$ cat src/rtl/equalizer_bar_pixel_generator_defines.svh
// assertion macros shared by the equalizer bar pixel generator rtl
// expects clk and rst_n in the scope where a macro is used
`ifndef EQUALIZER_BAR_PIXEL_GENERATOR_DEFINES_SVH
`define EQUALIZER_BAR_PIXEL_GENERATOR_DEFINES_SVH

// same-cycle implication, disabled while in reset
`define EBPG_ASSERT_IMPLY(label, ante, cons, msg) \
    label: assert property (@(posedge clk) disable iff (!rst_n) (ante) |-> (cons)) \
        else $error(msg);

// next-cycle implication, disabled while in reset
`define EBPG_ASSERT_NEXT(label, ante, cons, msg) \
    label: assert property (@(posedge clk) disable iff (!rst_n) (ante) |=> (cons)) \
        else $error(msg);

`endif

$ cat src/rtl/ebpg_pkg.sv
// shared constants, word types and helpers of the equalizer bar pixel generator
// no dependencies
`default_nettype none

package ebpg_pkg;

    localparam int unsigned NUM_BARS = 12;
    localparam int unsigned BAR_GAP  = 2;

    localparam logic [15:0] IDLE_COLOR = 16'h0019;
    localparam logic [15:0] DARK_BG    = 16'h0843;

    localparam logic [9:0] BEAT_MAX = 10'd1000;

    // frame folding: 2^16 mod 101 = 88
    localparam logic [6:0] FOLD_88    = 7'd88;
    localparam logic [6:0] MOD_BASE   = 7'd101;
    localparam logic [5:0] BAR_SPREAD = 6'd37;

    // reciprocals for division by constants, each followed by one correction step
    localparam logic [17:0] RECIP_101       = 18'd166111;
    localparam int unsigned RECIP_101_SHIFT = 24;
    localparam logic [20:0] RECIP_1K        = 21'd1073741;
    localparam int unsigned RECIP_1K_SHIFT  = 30;
    localparam logic [20:0] RECIP_1M        = 21'd1099511;
    localparam int unsigned RECIP_1M_SHIFT  = 40;

    localparam logic [9:0]  MULT_BASE  = 10'd500;
    localparam logic [9:0]  TEMP_BASE  = 10'd350;
    localparam logic [9:0]  TEMP_SPAN  = 10'd650;
    localparam logic [10:0] TINT_BASE  = 11'd850;
    localparam logic [4:0]  TINT_STEP  = 5'd25;
    localparam logic [9:0]  THOUSAND   = 10'd1000;
    localparam logic [19:0] MILLION    = 20'd1000000;
    localparam logic [7:0]  COMP_MAX   = 8'd255;

    // configuration register indexes
    typedef logic [1:0] ebpg_reg_idx_t;
    localparam ebpg_reg_idx_t REG_BASE_RED   = 2'd0;
    localparam ebpg_reg_idx_t REG_BASE_GREEN = 2'd1;
    localparam ebpg_reg_idx_t REG_BASE_BLUE  = 2'd2;

    localparam logic [7:0] RESET_RED   = 8'd180;
    localparam logic [7:0] RESET_GREEN = 8'd120;
    localparam logic [7:0] RESET_BLUE  = 8'd200;

    // word from bar location to height stage
    typedef struct packed {
        logic       idle;
        logic       draw;
        logic [9:0] beat;
        logic [3:0] bar;
        logic [6:0] vary;
        logic [7:0] y;
    } ebpg_loc_t;

    // word from height stage to shading stage
    typedef struct packed {
        logic       idle;
        logic       lit;
        logic [3:0] bar;
        logic [9:0] temp;
    } ebpg_hgt_t;

    function automatic logic [15:0] pack565(input logic [7:0] r, input logic [7:0] g,
                                            input logic [7:0] b);
        return {r[7:3], g[7:2], b[7:3]};
    endfunction

endpackage

`default_nettype wire

$ cat src/rtl/ebpg_shade.sv
// per-component scaling, saturation and rgb565 packing, four stages
// depends on ebpg_pkg and the assertion macro header
`default_nettype none
`include "equalizer_bar_pixel_generator_defines.svh"

module ebpg_shade (
    input  wire logic                 clk,
    input  wire logic                 rst_n,
    input  wire logic                 in_valid,
    output logic                      in_ready,
    input  wire ebpg_pkg::ebpg_hgt_t  in_word,
    input  wire logic [7:0]           base_red,
    input  wire logic [7:0]           base_green,
    input  wire logic [7:0]           base_blue,
    output logic                      out_valid,
    input  wire logic                 out_ready,
    output logic [15:0]               pixel_color
);
    import ebpg_pkg::*;

    localparam int unsigned NST = 4;

    logic [NST-1:0] v_reg;
    logic [NST:0]   rdy;

    assign rdy[NST] = out_ready;
    genvar gi;
    generate
        for (gi = 0; gi < NST; gi++)
        begin : g_rdy
            assign rdy[gi] = !v_reg[gi] || rdy[gi+1];
        end
    endgenerate
    assign in_ready  = rdy[0];
    assign out_valid = v_reg[NST-1];

    always_ff @(posedge clk or negedge rst_n)
    begin
        if (!rst_n)
        begin
            v_reg <= '0;
        end
        else
        begin
            if (rdy[0])
            begin
                v_reg[0] <= in_valid;
            end
            for (int i = 1; i < NST; i++)
            begin
                if (rdy[i])
                begin
                    v_reg[i] <= v_reg[i-1];
                end
            end
        end
    end

    // stage 1: tint (300*bar/12 is 25*bar) times temperature
    logic [10:0] tint_next;
    logic [20:0] tt_next;

    assign tint_next = TINT_BASE + 11'(in_word.bar) * 11'(TINT_STEP);
    assign tt_next   = 21'(in_word.temp) * 21'(tint_next);

    logic        s1_idle_reg;
    logic        s1_lit_reg;
    logic [20:0] s1_tt_reg;

    // stage 2: base component times scale, order red green blue
    logic [7:0]  base_c [3];
    logic [28:0] cp_next [3];

    assign base_c[0] = base_red;
    assign base_c[1] = base_green;
    assign base_c[2] = base_blue;

    always_comb
    begin
        for (int c = 0; c < 3; c++)
        begin
            cp_next[c] = 29'(base_c[c]) * 29'(s1_tt_reg);
        end
    end

    logic        s2_idle_reg;
    logic        s2_lit_reg;
    logic [28:0] s2_p_reg [3];

    // stage 3: reciprocal quotient by one million
    logic [49:0] cq_prod [3];
    logic [9:0]  cq_next [3];

    always_comb
    begin
        for (int c = 0; c < 3; c++)
        begin
            cq_prod[c] = 50'(s2_p_reg[c]) * 50'(RECIP_1M);
            cq_next[c] = 10'(cq_prod[c] >> RECIP_1M_SHIFT);
        end
    end

    logic        s3_idle_reg;
    logic        s3_lit_reg;
    logic [28:0] s3_p_reg [3];
    logic [9:0]  s3_q_reg [3];

    // stage 4: correct, saturate, pack and pick the pixel
    logic [29:0] crem [3];
    logic [9:0]  cfix [3];
    logic [7:0]  comp [3];
    logic [15:0] color_next;

    always_comb
    begin
        for (int c = 0; c < 3; c++)
        begin
            crem[c] = 30'(s3_p_reg[c]) - 30'(s3_q_reg[c]) * 30'(MILLION);
            cfix[c] = s3_q_reg[c] + ((crem[c] >= 30'(MILLION)) ? 10'd1 : 10'd0);
            comp[c] = (cfix[c] > 10'(COMP_MAX)) ? COMP_MAX : 8'(cfix[c]);
        end
        if (s3_idle_reg)
        begin
            color_next = IDLE_COLOR;
        end
        else if (s3_lit_reg)
        begin
            color_next = pack565(comp[0], comp[1], comp[2]);
        end
        else
        begin
            color_next = DARK_BG;
        end
    end

    logic [15:0] s4_color_reg;

    always_ff @(posedge clk)
    begin
        if (rdy[0])
        begin
            s1_idle_reg <= in_word.idle;
            s1_lit_reg  <= in_word.lit;
            s1_tt_reg   <= tt_next;
        end
        if (rdy[1])
        begin
            s2_idle_reg <= s1_idle_reg;
            s2_lit_reg  <= s1_lit_reg;
            for (int c = 0; c < 3; c++)
            begin
                s2_p_reg[c] <= cp_next[c];
            end
        end
        if (rdy[2])
        begin
            s3_idle_reg <= s2_idle_reg;
            s3_lit_reg  <= s2_lit_reg;
            for (int c = 0; c < 3; c++)
            begin
                s3_p_reg[c] <= s2_p_reg[c];
                s3_q_reg[c] <= cq_next[c];
            end
        end
        if (rdy[3])
        begin
            s4_color_reg <= color_next;
        end
    end

    assign pixel_color = s4_color_reg;

    `EBPG_ASSERT_IMPLY(a_comp_no_sat, v_reg[2] && s3_lit_reg,
        (s3_q_reg[0] <= 10'(COMP_MAX)) && (s3_q_reg[1] <= 10'(COMP_MAX))
        && (s3_q_reg[2] <= 10'(COMP_MAX)),
        "scaled component quotient above the component maximum")

endmodule

`default_nettype wire

$ cat config.mk
export PLATFORM = sky130hd
export DESIGN_NAME = ebpg_shade
export DESIGN_NICKNAME = d
export VERILOG_FILES = /design/src/rtl/ebpg_pkg.sv /design/src/rtl/ebpg_shade.sv
export VERILOG_INCLUDE_DIRS = /design/src /design/src/rtl
export SDC_FILE = /design/constraint.sdc
export NUM_CORES = 2
export LEC_CHECK = 0
export ABC_AREA = 1
export BUFFER_PORTS_ARGS = -buffer_cell sky130_fd_sc_hd__buf_2
export CAP_MARGIN = 40
export CORE_AREA = 5 5 458 460
export CTS_BUF_LIST = sky130_fd_sc_hd__clkbuf_8 sky130_fd_sc_hd__clkbuf_16
export DETAILED_ROUTE_END_ITERATION = 8
export DIE_AREA = 0 0 463 465
export GPL_ROUTABILITY_DRIVEN = 0
export SLEW_MARGIN = 20
export SYNTH_ARGS = -nofsm -noshare
export SYNTH_HDL_FRONTEND = slang
export SYNTH_SLANG_ARGS = --single-unit
$ cat constraint.sdc
create_clock -name clk -period 7.3 [get_ports clk]
set_clock_uncertainty 0.15 [all_clocks]
set_input_delay 1.095 -clock clk [delete_from_list [all_inputs] [get_ports clk]]
set_output_delay 1.095 -clock clk [all_outputs]
set_load 0.02 [all_outputs]
* Word level (Yosys, flattened, before mapping) *
Memories as Yosys holds them, arrays and structs flattened.
Index checks and enable logic that the tools add are counted.

cells by class
  div/mod/pow operators = 0
  magnitude comparators = 6
  eq/ne operators = 0
  bitwise operators = 1
  add/sub/neg operators = 7
  multiplexer cells = 11
  shift operators = 0
  multipliers = 11
  reduce and logical (&&, ||, !) cells = 10

operator list
  cell                      number
  $mul A29 B21 Y50 const B  3
  $ge A30 B20 Y1 const B    3
  $sub A29 B30 Y30          3
  $mul A8 B21 Y29           3
  $mul A10 B14 Y24 const B  3
  $add A10 B1 Y10           3
  $gt A10 B8 Y1 const B     3
  $mux W8                   3
  $mul A10 B11 Y21          1
  $mux W12                  1
  $add A10 B9 Y11 const A   1
  $mul A4 B5 Y9 const B     1
  $mux W1                   7
  $logic_not A1 Y1          4
  $logic_or A1 B1 Y1        4
  $reduce_or A3 Y1          1
  $reduce_or A2 Y1          1
  $not A1 Y1                1

word-level totals
  register bits = 47
  memories = 3
  ROM bits = 0
  output and inout port bits = 18
  bits in latches = 0
  RAM bits = 204

memories
  name      words  width  rd ports  clocked after Yosys merged registers in  wr ports  line               RTL
  s2_p_reg  3      29     3         0                                        3         ebpg_shade.sv:88   logic [28:0] s2_p_reg [3];
  s3_p_reg  3      29     3         0                                        3         ebpg_shade.sv:105  logic [28:0] s3_p_reg [3];
  s3_q_reg  3      10     3         0                                        3         ebpg_shade.sv:106  logic [9:0] s3_q_reg [3];

* Logic depth before layout (Yosys ltp) *
An unclocked memory read counts as a cell.

  depth in word-level cells = 9
  depth in mapped cells = 43

* Worst setup path after synthesis *
OpenSTA, ideal clock, no wires.

  kind = input -> register
  start = in in_word[10] in the netlist's numbering
  end = reg s1_tt_reg[16] (data pin)
  slack = -0.200 ns
  stages on the path = 34
  required time = 6.898 ns
  arrival time = 7.098 ns
  path buffers = 1
  path through = clkbuf_1 > inv_1 > fa_1 > inv_1 > ha_1 > nand2_1 > inv_1 > o21ai_0 > nand2_1 > inv_1 > or2_2 > o21bai_1 > or2_2 > nand2_1 > inv_1 > nand2_1 > fa_1 > inv_1 > fa_1 > inv_1 > fa_1 > inv_1 > fa_1 > fa_1 > ha_1 > nand2_1 > nor2_1 > o21ai_0 > o211ai_1 > a31oi_1 > o21ai_0 > nand2_1 > nand3_1 > nand2_1

on the way
  longest elaborated chain between the ends = 3

RTL lines
  what                  line               RTL
  start, declared       ebpg_shade.sv:11   input wire ebpg_pkg::ebpg_hgt_t in_word,
  $mul A4 B5 Y9         ebpg_shade.sv:63   assign tint_next = TINT_BASE + 11'(in_word.bar) * 11'(TINT_STEP);
  $add A10 B9 Y11       ebpg_shade.sv:63
  $mul A10 B11 Y21      ebpg_shade.sv:64   assign tt_next = 21'(in_word.temp) * 21'(tint_next);
  via tt_next[16]       ebpg_shade.sv:61   logic [20:0] tt_next;
  end signal, assigned  ebpg_shade.sv:144  s1_tt_reg <= tt_next;
  end, declared         ebpg_shade.sv:68   logic [20:0] s1_tt_reg;

The timed path passes the listed nets, and every way through them passes these cells.
A chain may end at the register's enable or synchronous reset.

==> results.toml <==
[grt]
grt-ovfl-total = 0
grt_max_degree = 58
grt_first_pass_wirelength_um = 295000
first_global_vias = 57500
grt_antenna_before_repair = 17
grtUsageTotal_pct = 16.7

[cells_and_area]
syn2layout_area_growth_pct = 8.46
nets = 10900
largest_reg_flops = 87
final_layout_size_suffix_gt1_share_pct = 4.67
final_cell_area_um2 = 77300
final_cells = 11300
finish.utilization_pct = 37.6
final_common_cell = "inv_1"
layout_common_cells = "inv_1 (2383), nand2_1 (1441), fa_1 (1247)"

[floorplan]
start_util_pct = 34.7
fp-row-count = 167
ios = 62
core_region_area_um2 = 206000
die_w_um = 463
dieHeight_um = 465
die_area_um2 = 215000

[worst_hold_path]
hold_path_depth = 0
hp-start = "s1_lit_reg"
min_to = "s2_lit_reg"
hold_path_class = "reg -> reg"

[setup_path]
rr_worst_depth = 34
required_ps = 7540
critPathLaunchType = "register"
cp_slowest_cell = "fa_1"
cp_max_fo = 5
r2r_end = "pixel_color[10]"
r2r_slack_ps = 180
crit_path_frequent_cell = "inv_1"
r2r-start = "s3_q_reg[0][11]"
worstSetupPathType = "reg -> reg"
cp_data_arrival_time_ps = 7370
cp-end-kind = "register"
cp_slowest_stage_delay_ps = 550

[timing]
rsz0062_at_grt = "yes"
max_freq_mhz = 140
worst_slew_margin_rel_pct = 45.5
max_slew.worst_pin.slew_ps = 817
setup_viol = 0
fin_crit_ps = 7120
maxSlewViolCount = 0
hold_violations = 0
holdWs_ps = 270
fin_crit_sh_pct = 97.6

[detailed_routing]
drc = 0
ant_nets = 0
wl_per_cell_um = 15.8
viasPerCell = 4.81
num_vias = 54200
routed_wl_um = 178000
drtIter0Drc = 3143
firstDrtPassIters = 7

[clock_tree]
clock_sink_count = 233
cts_htree_levels = 1
cts_buffers = 31
cts.path.max_buffers = 3
clock-root-buffer = "clkbuf_16"
insertion_delay_ps = 670
cts_tree = "yes"
clk_pin_slew_worst_paths_ps = 70

[yosys]
synth_edf_count = 229
synthCells = 8398
synth-seq-cells = 233
syn_nets = 10800
synth.avg_cell_area_um2 = 8.49
synth_top_family_by_area = "adder cells"
ys_types = 53
synth_ff_type = "edfxtp_1"
synth_compound_gate_area_share_pct = 6.49
yosys_warnings = 0
synthMuxAreaShare_pct = 0
synth-simple-area-share_pct = 13.0
seq_area_frac_synth_pct = 9.78
syn_area_um2 = 71300
synthArstFlopShare_pct = 1.72
synthAdderAreaFrac_pct = 54.9
synth_xor_area_share_pct = 2.68

[placed_design]
place_area_um2 = 75600
port_buffers = 61
place_hpwl_um = 154000
place_inst = 11200

[run_status]
status = "complete, no violations"

[run]
max-cap-violations = 0
==> synthesized netlist by cell type, drive strengths merged (5+ instances only) <==
cell type	n	area, um2
edfxtp	229	6880
a31oi	28	175
nand2	1468	5540
o211ai	14	110
clkbuf	104	390
nand3	197	996
a21oi	370	1870
ha	1131	14200
o21a	25	188
or2	6	37.5
nand3b	17	128
and2	5	31.3
xnor2	72	631
a21boi	15	124
xor2	146	1280
inv	2397	9000
a21o	57	428
o21ai	224	1170
nor4	23	156
o21bai	40	315
nor2	392	1500
a211oi	6	45.0
fa	1248	25000
nor3	77	390
o31ai	6	45.0
nand4	73	457
==> worst max-delay path, delay by kind of cell (launching register included) <==
kind	cells	cell delay (ps)
and+or+nand+nor	14	1800
DFF	1	360
buffers and inverters	6	360
adders and majority gates	9	3400
AOI/OAI and AO/OA	2	340
xor gates and xnor gates	3	460
==> stage by stage <==
stage | TNS, ps | setup WS, ps
2_1_floorplan | 0 | 10.9
3_3_place_gp | -1740 | -281
3_5_place_dp | -2080 | -281
4_1_cts | 0 | 18.8
5_1_grt | -1480 | -200
6_report | 0 | 176
==> worst max path at each step <==
stage,start,endpoint
finish,s3_q_reg[0][11],pixel_color[10]
global route,s3_q_reg[0][11],pixel_color[9]
CTS,s3_q_reg[0][11],pixel_color[8]
detailed placement,in_word[10],s1_tt_reg[17]
global placement,in_word[10],s1_tt_reg[17]
floorplan,in_word[10],s1_tt_reg[16]
==> repair_timing <==
item | 4_1_cts | 5_1_grt
gates resized for setup | 1 | 112
buffers inserted | 0 | 20
setup endpoints to repair | 5 | 16
hold buffers | 1 | 0
pin swaps | 0 | 59
endpoints found under the hold margin | 4 | 0
==> kinds of logic after synthesis <==
| group | count (synthesis) |
|---|---|
| buffers and inverters | 2501 |
| AND/OR/NAND/NOR | 2263 |
| XOR/XNOR | 218 |
| flip-flops | 233 |
| AO/OA/AOI/OAI | 804 |
| adder cells (fa/ha/maj) | 2379 |
==> layer usage <==
layer | track usage, % | part of all wire (%) | wire [um]
met1 | 22.9 | 46 | 81400
met2 | 28.4 | 47 | 84000
met3 | 1.52 | 4.6 | 8190
met4 | 4.13 | 2.5 | 4500
met5 | 0 | 0.012 | 21
==> final cells by class <==
class / count / area, um2
flip-flops and latches: 233 / 6980
diodes: 12 / 30.0
well taps: 2704 / 3380
inverters: 2397 / 9000
repair buffers: 191 / 1460
clock inverters: 27 / 317
fillers: 20900 / 128000
multi-input cells: 5664 / 55400
clock buffers: 31 / 776
Power is left out: the tool's default activity adds up to more than one toggle a clock period on the data nets, which glitch-free logic cannot reach.
