===== config.mk =====
export PLATFORM = sky130hd
export DESIGN_NAME = ebpg_height
export DESIGN_NICKNAME = d
export VERILOG_FILES = /design/src/rtl/ebpg_pkg.sv /design/src/rtl/ebpg_height.sv
export VERILOG_INCLUDE_DIRS = /design/src /design/src/rtl
export SDC_FILE = /design/constraint.sdc
export NUM_CORES = 2
export LEC_CHECK = 0
export BUFFER_PORTS_ARGS = -buffer_cell sky130_fd_sc_hd__clkbuf_2
export CAP_MARGIN = 10
export CORE_ASPECT_RATIO = 1.5
export CORE_MARGIN = 2
export CORE_UTILIZATION = 47
export DETAILED_ROUTE_END_ITERATION = 16
export PLACE_DENSITY_LB_ADDON = 0.2
export SLEW_MARGIN = 0
export SYNTH_ARGS = -nofsm -noshare
export SYNTH_HDL_FRONTEND = slang
export SYNTH_SLANG_ARGS = --single-unit

===== constraint.sdc =====
create_clock -name clk -period 6.54 [get_ports clk]
set_input_delay 0.327 -clock clk [delete_from_list [all_inputs] [get_ports clk]]
set_output_delay 0.327 -clock clk [all_outputs]
set_load 0.02 [all_outputs]

===== src/rtl/equalizer_bar_pixel_generator_defines.svh =====
// assertion macros shared by the equalizer bar pixel generator rtl
// expects clk and rst_n in the scope where a macro is used
`ifndef EQUALIZER_BAR_PIXEL_GENERATOR_DEFINES_SVH
`define EQUALIZER_BAR_PIXEL_GENERATOR_DEFINES_SVH

// same-cycle implication, disabled while in reset
`define EBPG_ASSERT_IMPLY(label, ante, cons, msg) \
    label: assert property (@(posedge clk) disable iff (!rst_n) (ante) |-> (cons)) \
        else $error(msg);

// next-cycle implication, disabled while in reset
`define EBPG_ASSERT_NEXT(label, ante, cons, msg) \
    label: assert property (@(posedge clk) disable iff (!rst_n) (ante) |=> (cons)) \
        else $error(msg);

`endif


===== src/rtl/ebpg_pkg.sv =====
// shared constants, word types and helpers of the equalizer bar pixel generator
// no dependencies
`default_nettype none

package ebpg_pkg;

    localparam int unsigned NUM_BARS = 12;
    localparam int unsigned BAR_GAP  = 2;

    localparam logic [15:0] IDLE_COLOR = 16'h0019;
    localparam logic [15:0] DARK_BG    = 16'h0843;

    localparam logic [9:0] BEAT_MAX = 10'd1000;

    // frame folding: 2^16 mod 101 = 88
    localparam logic [6:0] FOLD_88    = 7'd88;
    localparam logic [6:0] MOD_BASE   = 7'd101;
    localparam logic [5:0] BAR_SPREAD = 6'd37;

    // reciprocals for division by constants, each followed by one correction step
    localparam logic [17:0] RECIP_101       = 18'd166111;
    localparam int unsigned RECIP_101_SHIFT = 24;
    localparam logic [20:0] RECIP_1K        = 21'd1073741;
    localparam int unsigned RECIP_1K_SHIFT  = 30;
    localparam logic [20:0] RECIP_1M        = 21'd1099511;
    localparam int unsigned RECIP_1M_SHIFT  = 40;

    localparam logic [9:0]  MULT_BASE  = 10'd500;
    localparam logic [9:0]  TEMP_BASE  = 10'd350;
    localparam logic [9:0]  TEMP_SPAN  = 10'd650;
    localparam logic [10:0] TINT_BASE  = 11'd850;
    localparam logic [4:0]  TINT_STEP  = 5'd25;
    localparam logic [9:0]  THOUSAND   = 10'd1000;
    localparam logic [19:0] MILLION    = 20'd1000000;
    localparam logic [7:0]  COMP_MAX   = 8'd255;

    // configuration register indexes
    typedef logic [1:0] ebpg_reg_idx_t;
    localparam ebpg_reg_idx_t REG_BASE_RED   = 2'd0;
    localparam ebpg_reg_idx_t REG_BASE_GREEN = 2'd1;
    localparam ebpg_reg_idx_t REG_BASE_BLUE  = 2'd2;

    localparam logic [7:0] RESET_RED   = 8'd180;
    localparam logic [7:0] RESET_GREEN = 8'd120;
    localparam logic [7:0] RESET_BLUE  = 8'd200;

    // word from bar location to height stage
    typedef struct packed {
        logic       idle;
        logic       draw;
        logic [9:0] beat;
        logic [3:0] bar;
        logic [6:0] vary;
        logic [7:0] y;
    } ebpg_loc_t;

    // word from height stage to shading stage
    typedef struct packed {
        logic       idle;
        logic       lit;
        logic [3:0] bar;
        logic [9:0] temp;
    } ebpg_hgt_t;

    function automatic logic [15:0] pack565(input logic [7:0] r, input logic [7:0] g,
                                            input logic [7:0] b);
        return {r[7:3], g[7:2], b[7:3]};
    endfunction

endpackage

`default_nettype wire


===== src/rtl/ebpg_height.sv =====
// level, bar height, color temperature and lit test pipeline, seven stages
// depends on ebpg_pkg and the assertion macro header
`default_nettype none
`include "equalizer_bar_pixel_generator_defines.svh"

module ebpg_height #(
    parameter int unsigned SCREEN_HEIGHT = 240
) (
    input  wire logic                 clk,
    input  wire logic                 rst_n,
    input  wire logic                 in_valid,
    output logic                      in_ready,
    input  wire ebpg_pkg::ebpg_loc_t  in_word,
    output logic                      out_valid,
    input  wire logic                 out_ready,
    output ebpg_pkg::ebpg_hgt_t       out_word
);
    import ebpg_pkg::*;

    localparam int unsigned HW  = $clog2(SCREEN_HEIGHT + 1);
    localparam int unsigned YW  = (HW > 8) ? HW : 8;
    localparam int unsigned PHW = 10 + HW;
    localparam int unsigned NST = 7;

    logic [NST-1:0] v_reg;
    logic [NST:0]   rdy;

    assign rdy[NST] = out_ready;
    genvar gi;
    generate
        for (gi = 0; gi < NST; gi++)
        begin : g_rdy
            assign rdy[gi] = !v_reg[gi] || rdy[gi+1];
        end
    endgenerate
    assign in_ready  = rdy[0];
    assign out_valid = v_reg[NST-1];

    always_ff @(posedge clk or negedge rst_n)
    begin
        if (!rst_n)
        begin
            v_reg <= '0;
        end
        else
        begin
            if (rdy[0])
            begin
                v_reg[0] <= in_valid;
            end
            for (int i = 1; i < NST; i++)
            begin
                if (rdy[i])
                begin
                    v_reg[i] <= v_reg[i-1];
                end
            end
        end
    end

    // stage 1: multiplier from variance (150/100 is 3/2), times beat
    logic [9:0]  mult_next;
    logic [19:0] bp_next;

    assign mult_next = MULT_BASE + 10'((11'(in_word.vary) * 11'd3) >> 1);
    assign bp_next   = 20'(in_word.beat) * 20'(mult_next);

    logic        s1_idle_reg;
    logic        s1_draw_reg;
    logic [3:0]  s1_bar_reg;
    logic [7:0]  s1_y_reg;
    logic [19:0] s1_p_reg;

    // stage 2: reciprocal quotient by 1000
    logic [40:0] lq_prod;
    logic [10:0] lq_next;

    assign lq_prod = 41'(s1_p_reg) * 41'(RECIP_1K);
    assign lq_next = 11'(lq_prod >> RECIP_1K_SHIFT);

    logic        s2_idle_reg;
    logic        s2_draw_reg;
    logic [3:0]  s2_bar_reg;
    logic [7:0]  s2_y_reg;
    logic [19:0] s2_p_reg;
    logic [10:0] s2_q_reg;

    // stage 3: correct the level quotient
    logic [19:0] lrem;
    logic [9:0]  level_next;

    assign lrem       = s2_p_reg - 20'(s2_q_reg) * 20'(THOUSAND);
    assign level_next = 10'(s2_q_reg) + ((lrem >= 20'(THOUSAND)) ? 10'd1 : 10'd0);

    logic        s3_idle_reg;
    logic        s3_draw_reg;
    logic [3:0]  s3_bar_reg;
    logic [7:0]  s3_y_reg;
    logic [9:0]  s3_level_reg;

    // stage 4: products for height and temperature
    logic [PHW-1:0] ph_next;
    logic [19:0]    pt_next;

    assign ph_next = PHW'(s3_level_reg) * PHW'(SCREEN_HEIGHT);
    assign pt_next = 20'(s3_level_reg) * 20'(TEMP_SPAN);

    logic           s4_idle_reg;
    logic           s4_draw_reg;
    logic [3:0]     s4_bar_reg;
    logic [7:0]     s4_y_reg;
    logic [PHW-1:0] s4_ph_reg;
    logic [19:0]    s4_pt_reg;

    // stage 5: reciprocal quotients by 1000
    logic [PHW+20:0] hq_prod;
    logic [40:0]     tq_prod;
    logic [10:0]     hq_next;
    logic [10:0]     tq_next;

    assign hq_prod = (PHW+21)'(s4_ph_reg) * (PHW+21)'(RECIP_1K);
    assign tq_prod = 41'(s4_pt_reg) * 41'(RECIP_1K);
    assign hq_next = 11'(hq_prod >> RECIP_1K_SHIFT);
    assign tq_next = 11'(tq_prod >> RECIP_1K_SHIFT);

    logic           s5_idle_reg;
    logic           s5_draw_reg;
    logic [3:0]     s5_bar_reg;
    logic [7:0]     s5_y_reg;
    logic [PHW-1:0] s5_ph_reg;
    logic [19:0]    s5_pt_reg;
    logic [10:0]    s5_hq_reg;
    logic [10:0]    s5_tq_reg;

    // stage 6: correct both quotients
    logic [PHW-1:0] hrem;
    logic [19:0]    trem;
    logic [HW-1:0]  h_next;
    logic [9:0]     temp_next;

    assign hrem      = s5_ph_reg - PHW'(s5_hq_reg) * PHW'(THOUSAND);
    assign trem      = s5_pt_reg - 20'(s5_tq_reg) * 20'(THOUSAND);
    assign h_next    = HW'(s5_hq_reg) + ((hrem >= PHW'(THOUSAND)) ? HW'(1) : HW'(0));
    assign temp_next = TEMP_BASE + 10'(s5_tq_reg)
                       + ((trem >= 20'(THOUSAND)) ? 10'd1 : 10'd0);

    logic          s6_idle_reg;
    logic          s6_draw_reg;
    logic [3:0]    s6_bar_reg;
    logic [7:0]    s6_y_reg;
    logic [HW-1:0] s6_h_reg;
    logic [9:0]    s6_temp_reg;

    // stage 7: lit when the row is at or below the bar top
    logic lit_next;

    assign lit_next = s6_draw_reg
                      && (YW'(s6_y_reg) >= (YW'(SCREEN_HEIGHT) - YW'(s6_h_reg)));

    logic       s7_idle_reg;
    logic       s7_lit_reg;
    logic [3:0] s7_bar_reg;
    logic [9:0] s7_temp_reg;

    always_ff @(posedge clk)
    begin
        if (rdy[0])
        begin
            s1_idle_reg <= in_word.idle;
            s1_draw_reg <= in_word.draw;
            s1_bar_reg  <= in_word.bar;
            s1_y_reg    <= in_word.y;
            s1_p_reg    <= bp_next;
        end
        if (rdy[1])
        begin
            s2_idle_reg <= s1_idle_reg;
            s2_draw_reg <= s1_draw_reg;
            s2_bar_reg  <= s1_bar_reg;
            s2_y_reg    <= s1_y_reg;
            s2_p_reg    <= s1_p_reg;
            s2_q_reg    <= lq_next;
        end
        if (rdy[2])
        begin
            s3_idle_reg  <= s2_idle_reg;
            s3_draw_reg  <= s2_draw_reg;
            s3_bar_reg   <= s2_bar_reg;
            s3_y_reg     <= s2_y_reg;
            s3_level_reg <= level_next;
        end
        if (rdy[3])
        begin
            s4_idle_reg <= s3_idle_reg;
            s4_draw_reg <= s3_draw_reg;
            s4_bar_reg  <= s3_bar_reg;
            s4_y_reg    <= s3_y_reg;
            s4_ph_reg   <= ph_next;
            s4_pt_reg   <= pt_next;
        end
        if (rdy[4])
        begin
            s5_idle_reg <= s4_idle_reg;
            s5_draw_reg <= s4_draw_reg;
            s5_bar_reg  <= s4_bar_reg;
            s5_y_reg    <= s4_y_reg;
            s5_ph_reg   <= s4_ph_reg;
            s5_pt_reg   <= s4_pt_reg;
            s5_hq_reg   <= hq_next;
            s5_tq_reg   <= tq_next;
        end
        if (rdy[5])
        begin
            s6_idle_reg <= s5_idle_reg;
            s6_draw_reg <= s5_draw_reg;
            s6_bar_reg  <= s5_bar_reg;
            s6_y_reg    <= s5_y_reg;
            s6_h_reg    <= h_next;
            s6_temp_reg <= temp_next;
        end
        if (rdy[6])
        begin
            s7_idle_reg <= s6_idle_reg;
            s7_lit_reg  <= lit_next;
            s7_bar_reg  <= s6_bar_reg;
            s7_temp_reg <= s6_temp_reg;
        end
    end

    assign out_word.idle = s7_idle_reg;
    assign out_word.lit  = s7_lit_reg;
    assign out_word.bar  = s7_bar_reg;
    assign out_word.temp = s7_temp_reg;

    `EBPG_ASSERT_IMPLY(a_level_bound, v_reg[2], s3_level_reg <= 10'd650,
        "level above the largest multiplier")
    `EBPG_ASSERT_IMPLY(a_lit_temp, v_reg[NST-1] && s7_lit_reg,
        !s7_idle_reg && (s7_temp_reg >= TEMP_BASE) && (s7_temp_reg <= 10'd772),
        "lit word is idle or has temperature out of range")

endmodule

`default_nettype wire


# ---- After elaboration in Yosys (flattened, before gate mapping)
# Cells that the tools add are included.
# Widths: inputs -> output; s select.
dict set report totals {
  ff_bits 272
  in_bits 35
  out_inout_bits 18
  elab_cells 88
}
dict set report classes {
  add_sub_neg 9
  n_mul 10
  order_cmp 4
  mux 3
  n_reduce_logical 15
}
# cell n
set op_table {}
lappend op_table {{$mul 20x21->41 const B} 1}
lappend op_table {{$ge 20x10->1 const B} 2}
lappend op_table {{$mul 19x21->40 const B} 1}
lappend op_table {{$sub 20x20->20} 2}
lappend op_table {{$mul 14x21->35 const B} 1}
lappend op_table {{$mul 11x7->17 const B} 2}
lappend op_table {{$add 10x1->10} 2}
lappend op_table {{$mul 10x10->20} 1}
lappend op_table {{$mul 10x9->19 const B} 1}
lappend op_table {{$ge 18x10->1 const B} 1}
lappend op_table {{$sub 18x18->18} 1}
lappend op_table {{$mul 9x7->15 const B} 1}
lappend op_table {{$mul 10x4->14 const B} 1}
lappend op_table {{$add 9x10->10 const A} 1}
lappend op_table {{$add 9x8->10 const A} 1}
lappend op_table {{$mul 7x2->9 const B} 1}
lappend op_table {{$add 8x1->8} 1}
lappend op_table {{$ge 8x8->1} 1}
lappend op_table {{$sub 8x8->8 const A} 1}
lappend op_table {{$logic_not 1->1} 7}
lappend op_table {{$logic_or 1x1->1} 7}
lappend op_table {{$mux 1} 3}
lappend op_table {{$logic_and 1x1->1} 1}

# ---- Depth between registers and ports, before layout
dict set report logic_depth {
  ltp_word 8
  ltp_mapped 32
  mapped_depth_nobuf 32
}

# ---- Least setup slack after synthesis
# No wires, ideal clock.
dict set report synth_path {
  path_type {register to register}
  startpoint {register s5_tq_reg[0]}
  endpoint {register s6_temp_reg[8] (data pin)}
  setup_ns 0.261
  arrival_time_ns 6.669
  required_time_ns 6.279
  slack_ns -0.390
  path_stages_with_launch 29
  n_path_buf 0
  period_less_slack_ns 6.930
  cell_sequence {edfxtp_1 -> fa_1 -> fa_1 -> inv_1 -> fa_1 -> fa_1 -> inv_1 -> ha_1 -> nand2_1 -> a2bb2oi_1 -> a2111oi_0 -> a2111oi_2 -> a211oi_1 -> xnor2_1 -> ha_1 -> a221oi_1 -> o221ai_1 -> or4_1 -> a21oi_1 -> nand4_1 -> a211oi_1 -> nand4_1 -> ha_1 -> inv_1 -> ha_1 -> nand2_1 -> a21o_1 -> a21oi_1 -> xnor2_1}
}
dict set report synth_between {
  elab_chain_len 5
  elab_cells_between_ends 6
  classes_between {3 x add/sub; 1 x mul; 1 x order compare; 1 x mux}
}
# element line
set synth_rtl {}
lappend synth_rtl {{start: declaration} ebpg_height.sv:133} ;# logic [10:0] s5_tq_reg;
lappend synth_rtl {{start signal: assignment} ebpg_height.sv:210} ;# s5_tq_reg <= tq_next;
lappend synth_rtl {{$mul 11x7->17} ebpg_height.sv:142} ;# assign trem = s5_pt_reg - 20'(s5_tq_reg) * 20'(THOUSAND);
lappend synth_rtl {{$sub 20x20->20} ebpg_height.sv:142}
lappend synth_rtl {{$ge 20x10->1} ebpg_height.sv:145} ;# + ((trem >= 20'(THOUSAND)) ? 10'd1 : 10'd0);
lappend synth_rtl {{$mux 1} ebpg_height.sv:145}
lappend synth_rtl {{$add 10x1->10 *} ebpg_height.sv:145}
lappend synth_rtl {{named net temp_next[8]} ebpg_height.sv:139} ;# logic [9:0] temp_next;
lappend synth_rtl {{end signal: assignment} ebpg_height.sv:219} ;# s6_temp_reg <= temp_next;
lappend synth_rtl {{end: declaration} ebpg_height.sv:152} ;# logic [9:0] s6_temp_reg;
# The timed path passes the listed nets; every way through them passes the cells marked *.
# A chain may end at the register's enable or synchronous reset.

# ---- Final worst setup path
dict set report layout_path {
  startpoint {register s5_tq_reg[1]}
  endpoint {register s6_temp_reg[8] (data pin)}
}
# The elaborated chain is that of the path after synthesis.

==> results.toml <==
[clock_network]
clk_latency_ns = 0.60
path_clk_slew_ns = 0.07
cts_tree = "yes"
clock-root-buffer = "clkbuf_16"
clk_path_buf_depth = 3
cts_buffers = 28
clock_sinks = 266
h-tree-depth = 1

[worst_setup_path]
cpMaxStageDelayCell = "fa_1"
arrival_ns = 7.08
worst_path_most_repeated_cell = "fa_1"
worst_path_largest_cell_delay_ns = 0.53
cp_max_fo = 4
start_kind = "flip-flop"
cp-end-kind = "flip-flop"
critPathKind = "reg2reg"
crit_required_ns = 6.90

[timing]
period_share_pct = 103
finalSetupViolations = 14
worst_hold_slack_ns = 0.105
min_period_ns = 6.72
fin_ws_ns = -0.182
slew_viol_final = 0
skew_ns = 0.0188
fmax_ghz = 0.149
hold_viol_final = 0
tightestPinTransition_ns = 1.09
rsz0062_at_grt = "yes"
max-slew-margin-rel_pct = 27.4

[layout]
num_antenna_cells = 0
fin_nets = 4859
layout-drive-gt1-share_pct = 12.9
syn2layout_area_growth_pct = 14.3
largest_reg_flops = 20
fin_util_pct = 54.2

[place]
gp_congestion = 0.862
dpl.hpwl_um = 63800
numPortBuffers = 52

[synth]
ys_ff_latch = 266
synth_cell_type_count = 74
synth_ff_type = "edfxtp_1"
synth_top_area_share_pct = 28.6
netlist_top_cells_area = "ha_1, fa_1, edfxtp_1, inv_1, xnor2_1"
yosysWarnings = 0
synth_seq_area_share_pct = 22.4
async_flop_share_pct = 2.63
synth_cells = 3296
yosys.area.top_type = "ha_1"
syn_nets = 4536
synth_edf_count = 259
syn_area_um2 = 35400
avgSynthCellArea_um2 = 10.8

[hold_path]
hp-class = "in2async"

[grt]
grt_overflow_total = 0
grt_pass1_vias = 25328
grt_usage_pct = 20.0
antenna_found_initial = 0
grt_max_degree = 68
grt_pass1_wl_um = 125000

[drt]
postRouteAntennaNets = 0
drc = 0
first_iter_violations = 673
routed-via-count = 23671
wl_per_cell_um = 16.1
drt_wl_total_um = 74500
firstDrtPassIters = 6
via_per_inst = 5.10

[floorplanning]
fp.dieW_um = 228
initial_core_util_pct = 47.4
ioPinCount = 53
coreArea_um2 = 74800
die_h_um = 340
die-area_um2 = 77700
row_count = 123

[run]
drv_cap = 0

[run_status]
outcome = "finished, violations left"
violations = "setup timing"
through the flow:
stage	instances	TNS (ns)	instance area [µm²]	setup WS [ns]
after floorplan	3296	-0.0490	35600	-0.0302
after global placement	4544	-3.38	38600	-0.268
after detailed placement	4544	-4.72	38600	-0.367
after CTS	4625	-2.10	40100	-0.229
after global routing	4641	-5.23	40500	-0.405
final	4641	-0.990	40500	-0.182
cell type report:
cell class                      count  area [µm²]
Inverter                          748        2810
Tap cell                         1000        1250
Timing Repair Buffer              310        2290
Sequential cell                   266        7950
Clock buffer                       32         726
Fill cell                        6641       34300
Clock inverter                     20         313
Multi-Input combinational cell   2265       25200
layer usage:
metal,vias up,track usage [%],share of wire [%]
li1,11662,-,-
met1,11633,21.3,37
met2,250,40.9,57
met3,126,1.42,1.7
met4,0,6.67,3.5
met5,-,0,0
cells by family (layout without fill, tap and decap cells):
| kind of cell | after synthesis | in the layout | synth area share, % |
|---|---|---|---|
| XOR/XNOR | 149 | 149 | 3.72 |
| AND/OR/NAND/NOR | 507 | 507 | 7.24 |
| flip-flops | 266 | 266 | 22.4 |
| multiplexers | 10 | 10 | 0.289 |
| AO/OA/AOI/OAI | 394 | 394 | 7.28 |
| adder cells (fa/ha/maj) | 1205 | 1205 | 50.9 |
| buffers and inverters | 765 | 1110 | 8.12 |
cells in the mapped netlist, types with 4 or more instances:
master	count
fa_1	395
nor3b_1	4
o31ai_1	6
a2111oi_0	6
nor3_1	41
nor4_1	13
nor2_1	106
o211ai_1	12
inv_1	748
xor2_1	42
o22ai_1	8
nand3b_1	9
or3_1	8
nand3_1	37
o21a_1	12
nand2b_1	29
o21bai_1	18
a21oi_1	107
or2_2	12
o41ai_1	7
a21boi_0	7
xnor2_1	106
a221oi_1	4
and2_1	55
nor2b_1	21
a31oi_1	19
mux2i_1	8
a21o_1	53
and3_1	12
ha_1	810
o21ai_0	70
or4_1	4
nand4_1	13
o21ai_1	5
a311oi_1	5
a211oi_1	12
clkbuf_1	14
o2111ai_1	4
nand2_1	126
edfxtp_1	259
o311ai_0	6
dfrtp_1	7
path summary, 6_finish.rpt:
| kind | from | endpoint | slack, ns | cells after the start |
|---|---|---|---|---|
| min in group clk | out_ready | v_reg[6] | 0.20 | 3 |
| max in group asynchronous | rst_n | v_reg[4] | 6.26 | 2 |
| hold reg to reg | s3_y_reg[7] | s4_y_reg[7] | 0.41 | 0 |
| hold / removal | rst_n | v_reg[6] | 0.10 | 2 |
| setup reg to reg | s5_tq_reg[1] | s6_temp_reg[8] | -0.18 | 28 |
| setup / recovery | s5_tq_reg[1] | s6_temp_reg[8] | -0.18 | 28 |
placed cells by master (no fill, tap or decap), types with 11 or more instances in the layout:
| master | Yosys | layout |
|---|---|---|
| dlygate4sd3_1 | 0 | 16 |
| nand4_1 | 13 | 13 |
| ha_1 | 810 | 793 |
| nor3_1 | 41 | 39 |
| clkbuf_16 | 0 | 28 |
| clkbuf_2 | 0 | 52 |
| inv_1 | 748 | 727 |
| nor2_1 | 106 | 101 |
| buf_6 | 0 | 13 |
| or2_2 | 12 | 12 |
| o21a_1 | 12 | 12 |
| inv_2 | 0 | 20 |
| a21oi_1 | 107 | 98 |
| o21ai_0 | 70 | 62 |
| a21o_1 | 53 | 53 |
| a31oi_1 | 19 | 18 |
| nand3_1 | 37 | 32 |
| edfxtp_1 | 259 | 259 |
| nor4_1 | 13 | 12 |
| o211ai_1 | 12 | 12 |
| xnor2_1 | 106 | 99 |
| xor2_1 | 42 | 41 |
| nor2b_1 | 21 | 18 |
| and2_1 | 55 | 55 |
| nand2b_1 | 29 | 29 |
| fa_1 | 395 | 395 |
| nand2_1 | 126 | 118 |
| o21bai_1 | 18 | 18 |
| ha_4 | 0 | 11 |
| buf_4 | 2 | 229 |
worst max-delay path: cells and delay by family, from the launching register on:
family	cells	cell delay (ns)
adder cells (fa/ha/maj)	8	2.93
AO/OA/AOI/OAI	10	1.87
AND/OR/NAND/NOR	5	0.85
flip-flops	1	0.44
XOR/XNOR	2	0.22
buffers and inverters	3	0.16
repair_timing:
| action | CTS | global route |
|---|---|---|
| endpoints found under the hold margin | 22 | 0 |
| buffers inserted | 13 | 17 |
| resized for setup | 47 | 70 |
| hold buffers | 16 | 0 |
| pin swaps | 46 | 43 |
| endpoints found under the setup margin | 18 | 28 |
Power is not shown: default switching activity piles up to over one toggle a cycle in this logic, so the estimate is an artifact.
